[src/hw/rtl/assert_macros.svh]
// Assertion helpers for the console bus decoder.
// Clocked, reset-qualified property wrappers; no other content.
`ifndef ASSERT_MACROS_SVH
`define ASSERT_MACROS_SVH

// Same-cycle implication, disabled while reset is asserted.
`define ASSERT_IMPL(label, clk, rst_n, ante, cons, msg) \
    label: assert property (@(posedge clk) disable iff (!rst_n) (ante) |-> (cons)) \
        else $error(msg);

// Next-cycle implication, disabled while reset is asserted.
`define ASSERT_NEXT(label, clk, rst_n, ante, cons, msg) \
    label: assert property (@(posedge clk) disable iff (!rst_n) (ante) |=> (cons)) \
        else $error(msg);

`endif

[src/hw/rtl/cmid_pkg.sv]
// Shared types and constants for the console memory and I/O decoder.
// No dependencies.
`timescale 1ns / 1ps
`default_nettype none

package cmid_pkg;

    localparam int RAM_BYTES_DEF      = 1024;
    localparam int CART_ADDR_BITS_DEF = 20;

    localparam int ROM_ADDR_W = 20;
    localparam int CFG_W      = 13;
    localparam int PAGE_W     = 6;

    // Access kinds (stream tuser)
    typedef enum logic [1:0] {
        KIND_MEM_RD = 2'd0,
        KIND_MEM_WR = 2'd1,
        KIND_IO_RD  = 2'd2,
        KIND_IO_WR  = 2'd3
    } kind_t;

    // Result routes
    typedef enum logic [3:0] {
        RT_HERE    = 4'd0,
        RT_BIOS    = 4'd1,
        RT_CART    = 4'd2,
        RT_VDP_DRD = 4'd3,
        RT_VDP_SRD = 4'd4,
        RT_VDP_DWR = 4'd5,
        RT_VDP_CWR = 4'd6,
        RT_PSG     = 4'd7,
        RT_NONE    = 4'd8
    } route_t;

    // Memory map
    localparam logic [15:0] BIOS_END      = 16'h2000;
    localparam logic [15:0] RAM_BASE      = 16'h6000;
    localparam logic [15:0] CART_BASE     = 16'h8000;
    localparam logic [15:0] CART_HI_BASE  = 16'hC000;
    localparam logic [15:0] BANK_SEL_BASE = 16'hFFC0;
    localparam logic [15:0] BANK_BYTES    = 16'h4000;
    localparam logic [CFG_W-1:0] PAGED_BLOCKS = 13'd128;

    // Port groups, port[7:5]
    localparam logic [2:0] GRP_MODE_JOY = 3'b100;  // 0x80
    localparam logic [2:0] GRP_VDP      = 3'b101;  // 0xA0
    localparam logic [2:0] GRP_MODE_KEY = 3'b110;  // 0xC0
    localparam logic [2:0] GRP_PAD      = 3'b111;  // 0xE0

    localparam logic [7:0] PAD_MASK   = 8'h7F;
    localparam logic [7:0] OPEN_BUS   = 8'hFF;

    // APB register index, taken from paddr[2]
    localparam logic REG_CART_BLOCKS = 1'b0;

    // One decoded word in flight
    typedef struct packed {
        route_t                  route;
        logic [7:0]              data;
        logic [ROM_ADDR_W-1:0]   rom_address;
        logic                    ram_rd;   // data comes from work RAM
    } pipe_t;

endpackage

`default_nettype wire

[src/hw/rtl/cmid_access.sv]
// Access decoder: memory map, bank select, port routing, controller mode.
// Depends on cmid_pkg. Holds bank_page and keypad_mode.
`timescale 1ns / 1ps
`default_nettype none

module cmid_access
    import cmid_pkg::*;
#(
    parameter int RAM_BYTES      = RAM_BYTES_DEF,
    parameter int CART_ADDR_BITS = CART_ADDR_BITS_DEF
) (
    input  wire logic                         clk,
    input  wire logic                         rst_n,
    input  wire logic                         accept,
    input  wire kind_t                        kind,
    input  wire logic [15:0]                  address,
    input  wire logic [7:0]                   write_data,
    input  wire logic [15:0]                  pad0_bits,
    input  wire logic [15:0]                  pad1_bits,
    input  wire logic [CFG_W-1:0]             cart_blocks,
    output pipe_t                             item,
    output logic                              ram_we,
    output logic                              ram_re,
    output logic [$clog2(RAM_BYTES)-1:0]      ram_addr,
    output logic [7:0]                        ram_wdata
);

    localparam int RAM_AW = $clog2(RAM_BYTES);
    localparam int CAB    = CART_ADDR_BITS;

    logic              keypad_mode_reg, keypad_mode_next;
    logic [PAGE_W-1:0] bank_page_reg, bank_page_next;

    logic              paged;
    logic              is_mem;
    logic              bank_sel;
    logic [6:0]        bank_mask;
    logic [PAGE_W-1:0] page;
    logic [20:0]       cb_bytes;
    logic [CAB-1:0]    off_fixed;
    logic [CAB-1:0]    off_paged;
    logic [CAB-1:0]    off_flat;
    logic [2:0]        group;
    logic [15:0]       pad_bits;
    logic [7:0]        pad_byte;
    logic              in_ram;

    assign paged     = cart_blocks > PAGED_BLOCKS;
    assign is_mem    = (kind == KIND_MEM_RD) || (kind == KIND_MEM_WR);
    assign bank_sel  = paged && is_mem && (address >= BANK_SEL_BASE);
    // bank count is cart_blocks >> 6; at least 2 once paging is on
    assign bank_mask = cart_blocks[12:6] - 7'd1;
    assign page      = bank_sel ? (address[PAGE_W-1:0] & bank_mask[PAGE_W-1:0])
                                : bank_page_reg;

    // fixed window shows the last 16 KB bank; offsets wrap at CAB bits
    assign cb_bytes  = {cart_blocks, 8'h00};
    assign off_fixed = cb_bytes[CAB-1:0] - CAB'(BANK_BYTES) + CAB'(address[13:0]);
    assign off_paged = CAB'({page, address[13:0]});
    assign off_flat  = CAB'(address[14:0]);

    assign in_ram    = (address >= RAM_BASE) && (address < CART_BASE);
    assign group     = address[7:5];
    assign pad_bits  = address[1] ? pad1_bits : pad0_bits;
    assign pad_byte  = keypad_mode_reg ? pad_bits[15:8] : pad_bits[7:0];

    always_comb
    begin
        item             = '0;
        item.route       = RT_NONE;
        keypad_mode_next = keypad_mode_reg;
        bank_page_next   = bank_sel ? page : bank_page_reg;
        ram_we           = 1'b0;
        ram_re           = 1'b0;

        unique case (kind)
            KIND_MEM_RD:
            begin
                if (address < BIOS_END)
                begin
                    item.route       = RT_BIOS;
                    item.rom_address = ROM_ADDR_W'(address[12:0]);
                end
                else if (address < RAM_BASE)
                begin
                    item.route = RT_HERE;
                end
                else if (address < CART_BASE)
                begin
                    item.route  = RT_HERE;
                    item.ram_rd = 1'b1;
                    ram_re      = accept;
                end
                else if (paged)
                begin
                    item.route       = RT_CART;
                    item.rom_address = ROM_ADDR_W'((address < CART_HI_BASE) ? off_fixed
                                                                           : off_paged);
                end
                else if (CFG_W'(address[14:8]) < cart_blocks)
                begin
                    item.route       = RT_CART;
                    item.rom_address = ROM_ADDR_W'(off_flat);
                end
                else
                begin
                    item.route = RT_HERE;
                end
            end
            KIND_MEM_WR:
            begin
                if (in_ram)
                begin
                    item.route = RT_HERE;
                    item.data  = write_data;
                    ram_we     = accept;
                end
            end
            KIND_IO_RD:
            begin
                unique case (group)
                    GRP_VDP:
                    begin
                        item.route = address[0] ? RT_VDP_SRD : RT_VDP_DRD;
                    end
                    GRP_PAD:
                    begin
                        item.route = RT_HERE;
                        item.data  = ~pad_byte & PAD_MASK;
                    end
                    default:
                    begin
                        item.route = RT_HERE;
                        item.data  = OPEN_BUS;
                    end
                endcase
            end
            KIND_IO_WR:
            begin
                unique case (group)
                    GRP_VDP:
                    begin
                        item.route = address[0] ? RT_VDP_CWR : RT_VDP_DWR;
                        item.data  = write_data;
                    end
                    GRP_MODE_JOY: keypad_mode_next = 1'b0;
                    GRP_MODE_KEY: keypad_mode_next = 1'b1;
                    GRP_PAD:
                    begin
                        item.route = RT_PSG;
                        item.data  = write_data;
                    end
                    default: item.route = RT_NONE;
                endcase
            end
            default: item.route = RT_NONE;
        endcase
    end

    assign ram_addr  = address[RAM_AW-1:0];
    assign ram_wdata = write_data;

    always_ff @(posedge clk or negedge rst_n)
    begin
        if (!rst_n)
        begin
            keypad_mode_reg <= 1'b0;
            bank_page_reg   <= '0;
        end
        else if (accept)
        begin
            keypad_mode_reg <= keypad_mode_next;
            bank_page_reg   <= bank_page_next;
        end
    end

endmodule

`default_nettype wire

[config.mk]
export PLATFORM = sky130hd
export DESIGN_NAME = cmid_access
export DESIGN_NICKNAME = d
export VERILOG_FILES = /design/src/hw/rtl/assert_macros.svh /design/src/hw/rtl/cmid_pkg.sv /design/src/hw/rtl/cmid_access.sv
export SDC_FILE = /design/constraint.sdc
export NUM_CORES = 1
export LEC_CHECK = 0
export BUFFER_PORTS_ARGS = -buffer_cell sky130_fd_sc_hd__buf_2
export CORE_MARGIN = 3
export CORE_UTILIZATION = 40
export DETAILED_ROUTE_END_ITERATION = 8
export PLACE_DENSITY = 0.87
export RECOVER_POWER = 100
export SLEW_MARGIN = 30
export SYNTH_ARGS = -nofsm -noshare
export SYNTH_HDL_FRONTEND = slang
export SYNTH_SLANG_ARGS = --single-unit
[constraint.sdc]
create_clock -name clk -period 7.2 [get_ports clk]
set_input_delay 1.44 -clock clk [delete_from_list [all_inputs] [get_ports clk]]
set_output_delay 1.44 -clock clk [all_outputs]
set_load 0.1 [all_outputs]
==> impl_results.md <==
* Clk_skew at 0 ns
* DR WL met2 at 3120 um
* CP endpoint kind: primary output
* Gate power share at 0.705
* First drt pass iteration count at 5
* Leak pwr at 1.04 nW
* Antenna viol nets, final at 0
* First-pass GRT wire length at 9980 um
* CP top delay family: buffers and inverters
* Worst setup SP type: input pin
* Unique masters post-synth at 58
* Critical Path Max Stage Delay at 0.90 ns
* Post-synth top area share at 0.0932
* Final Hold Vio Count at 0
* Met1 Routed Length at 2770 um
* Initial DRC Count at 103
* Via density at 5.47
* Vias at 2,297
* GRT Util Overall at 0.202
* Largest net degree at the start of global routing at 15
* Max Cap Viol at 0
* Total Wirelength at 6390 um
* Antenna violations before repair at 0
* Area of the core at 4790 um2
* Sequential fraction of the synthesis area at 0.0870
* # H-tree levels at 1
* Top sig layer: met4
* Fin crit period at 5.92 ns
* Complex-gate fraction of the synthesized area at 0.274
* Commonest non-fill, non-tap cell in the layout: buf_2
* Post-synthesis net count at 349
* Max-slew headroom at 0.210
* Simple-gate share of the synthesized area at 0.261
* Vias in the first global route at 2,145
* Max Clk Rate at 169 MHz
* Synthesis-to-layout area growth at 22.3%
* Slew @ Worst Pin at 1.19 ns
* Yosys warning count at 0
* Switching Fraction at 0.587
* Worst-path cell chain: clkbuf_1, inv_1, ha_1, or4b_1, o41ai_4, a211oi_2, a211oi_2, clkbuf_1
* PD cells at 135 nW/um2
* Setup TNS Final at 0 ns
* ANT cells at 0
* CP Class: input pin to primary output
* Gate count after technology mapping at 259
* Per-cell routed wire length at 15.2 um
* Peak VDD IR at 85.7 uV
* Final std cells w/o fill at 420
* Skew-Pair Late Insertion Delay at 0.22 ns
* EDFF count, synth at 0
* Post-synthesis xor/xnor area fraction at 0.0478
* Max-slew violations at 0
* IO Port Bufs at 122
* Period utilization at 0.822
* Hold_buf cts at 0
* Post-cts sizing count at 0
* Largest area contributor in the netlist: ha_1
* CP Max Fanout at 8
* Main combinational cell family by area after synthesis: compound AO/OA/AOI/OAI gates
* Layout cells sized above 1 at 0.252
* Slowest cell on crit path: clkbuf_1
* CTS tree: done
* CTS buffer count at 3
* Arrival @ worst endpoint at 4.48 ns
* Clk pwr share at 0.162
* WL met3 at 487 um
* Mux contribution to synthesized area at 0.0988
* Async set-reset flop share out of synthesis at 1.00
* Seq cells post-synth at 7
* Status: finished clean
* WP buf/inv at 3
* Remaining global-route overflow at 0
* Starting Density at 0.421
* Top library cells by usage in the layout, fill and taps aside: buf_2, clkbuf_1, nor2_1
* Main flop type after synthesis: dfrtp_1
* Synth Cell Area at 2010 um2
* Clock Sinks at 7
* Root Driver: clkbuf_8
* Sequential power share at 0.133
* Fin nets at 444
* Num rows at 25
* Post-Synth Adder-Cell Area at 0.103
* Worst hold path type: flop to flop
* Bufs on Longest Clock Path at 2
* Max FFs per register at 6
* Setup violations, final at 0
* DP HPWL at 5490 um
* RSZ-0062 raised after global routing: no
* Placed Cells at 416
* Die Wd at 77.0 um
* WP data required at 5.76 ns
* Die area at 5920 um2
* Area contributors post-synth: ha_1, dfrtp_1, mux4_2
* Clk pin slew, worst setup/hold paths at 0.04 ns
* Die Ht at 77.0 um
* Post CTS Setup Buffer Count at 0
* Syn avg cell area at 7.78 um2
* Int Pwr at 137 uW
* IO Pins at 127
* GP Congestion at 0.883
* Drt drc at 0
* Sw power at 194 uW
## final cells by class
| cell class | count | area [um2] |
|---|---|---|
| inverters | 15 | 56.3 |
| flip-flops and latches | 7 | 175 |
| well taps | 67 | 83.8 |
| clock buffers | 4 | 45.0 |
| repair buffers | 122 | 543 |
| multi-input cells | 205 | 1560 |
| fillers | 507 | 2320 |
## path summary, 6_finish.rpt
kind	start	to	cells after the start	slack (ns)
min in group asynchronous	rst_n	bank_page_reg[1]$_DFFE_PN0P_	1	1.10
max in group asynchronous	rst_n	bank_page_reg[4]$_DFFE_PN0P_	1	5.84
worst min register to register	bank_page_reg[4]$_DFFE_PN0P_	bank_page_reg[4]$_DFFE_PN0P_	2	0.48
worst min-delay path	bank_page_reg[4]$_DFFE_PN0P_	bank_page_reg[4]$_DFFE_PN0P_	2	0.48
worst max-delay path	cart_blocks[6]	item[9]	8	1.28
worst max register to register	keypad_mode_reg$_DFFE_PN0P_	keypad_mode_reg$_DFFE_PN0P_	2	6.34
## layer usage
metal,vias up,global-route usage
met3,2,0.0340
met2,109,0.368
met4,0,0.0127
met5,-,0
met1,1054,0.257
li1,1132,-
## cell families (layout without fill, tap and decap cells)
family,Yosys count,after routing
and+or+nand+nor,98,98
AOI/OAI and AO/OA,69,69
buffers and inverters,47,141
adders and majority gates,16,16
xor gates and xnor gates,11,11
muxes,11,11
DFF,7,7
## power by group through the flow
stage                     sequential (mW)  clock, mW  combinational (mW)
after floorplan                    0.0416          0               0.193
after global placement             0.0446          0               0.233
after detailed placement           0.0446          0               0.238
after CTS                          0.0442     0.0553               0.238
after global routing               0.0444     0.0598               0.246
final                              0.0442     0.0536               0.234
## worst reg2reg max path, stage by stage, from the launching register on
cell and delay (ns):
dfrtp_1 0.52, o21ai_0 0.14, o31ai_1 0.10
## cell usage after synthesis (all sizes together), types with 3 or more instances
| master | count |
|---|---|
| a2111oi | 3 |
| a22o | 7 |
| buf | 26 |
| mux4 | 7 |
| o21ai | 16 |
| nand2 | 24 |
| o211ai | 3 |
| nor2 | 24 |
| nor3 | 7 |
| and2 | 4 |
| clkbuf | 6 |
| a21oi | 8 |
| nor4 | 4 |
| dfrtp | 7 |
| or4 | 3 |
| nand4 | 3 |
| xnor2 | 7 |
| xor2 | 4 |
| a211oi | 16 |
| nand2b | 5 |
| inv | 15 |
| nand3 | 5 |
| mux2i | 3 |
| nor2b | 10 |
| ha | 15 |
## per-stage QoR
step	setup slack, ns	total power [mW]	utilization	hold slack [ns]	cell area [um2]
floorplan	0.679	0.235	-	0.449	2010
global placement	1.95	0.278	0.524	0.472	2510
detailed placement	1.84	0.282	0.524	0.472	2510
CTS	1.83	0.337	0.533	0.480	2550
global route	1.13	0.351	0.515	0.499	2460
finish	1.28	0.331	0.515	0.478	2460
Power figures use the tool's default switching activity.
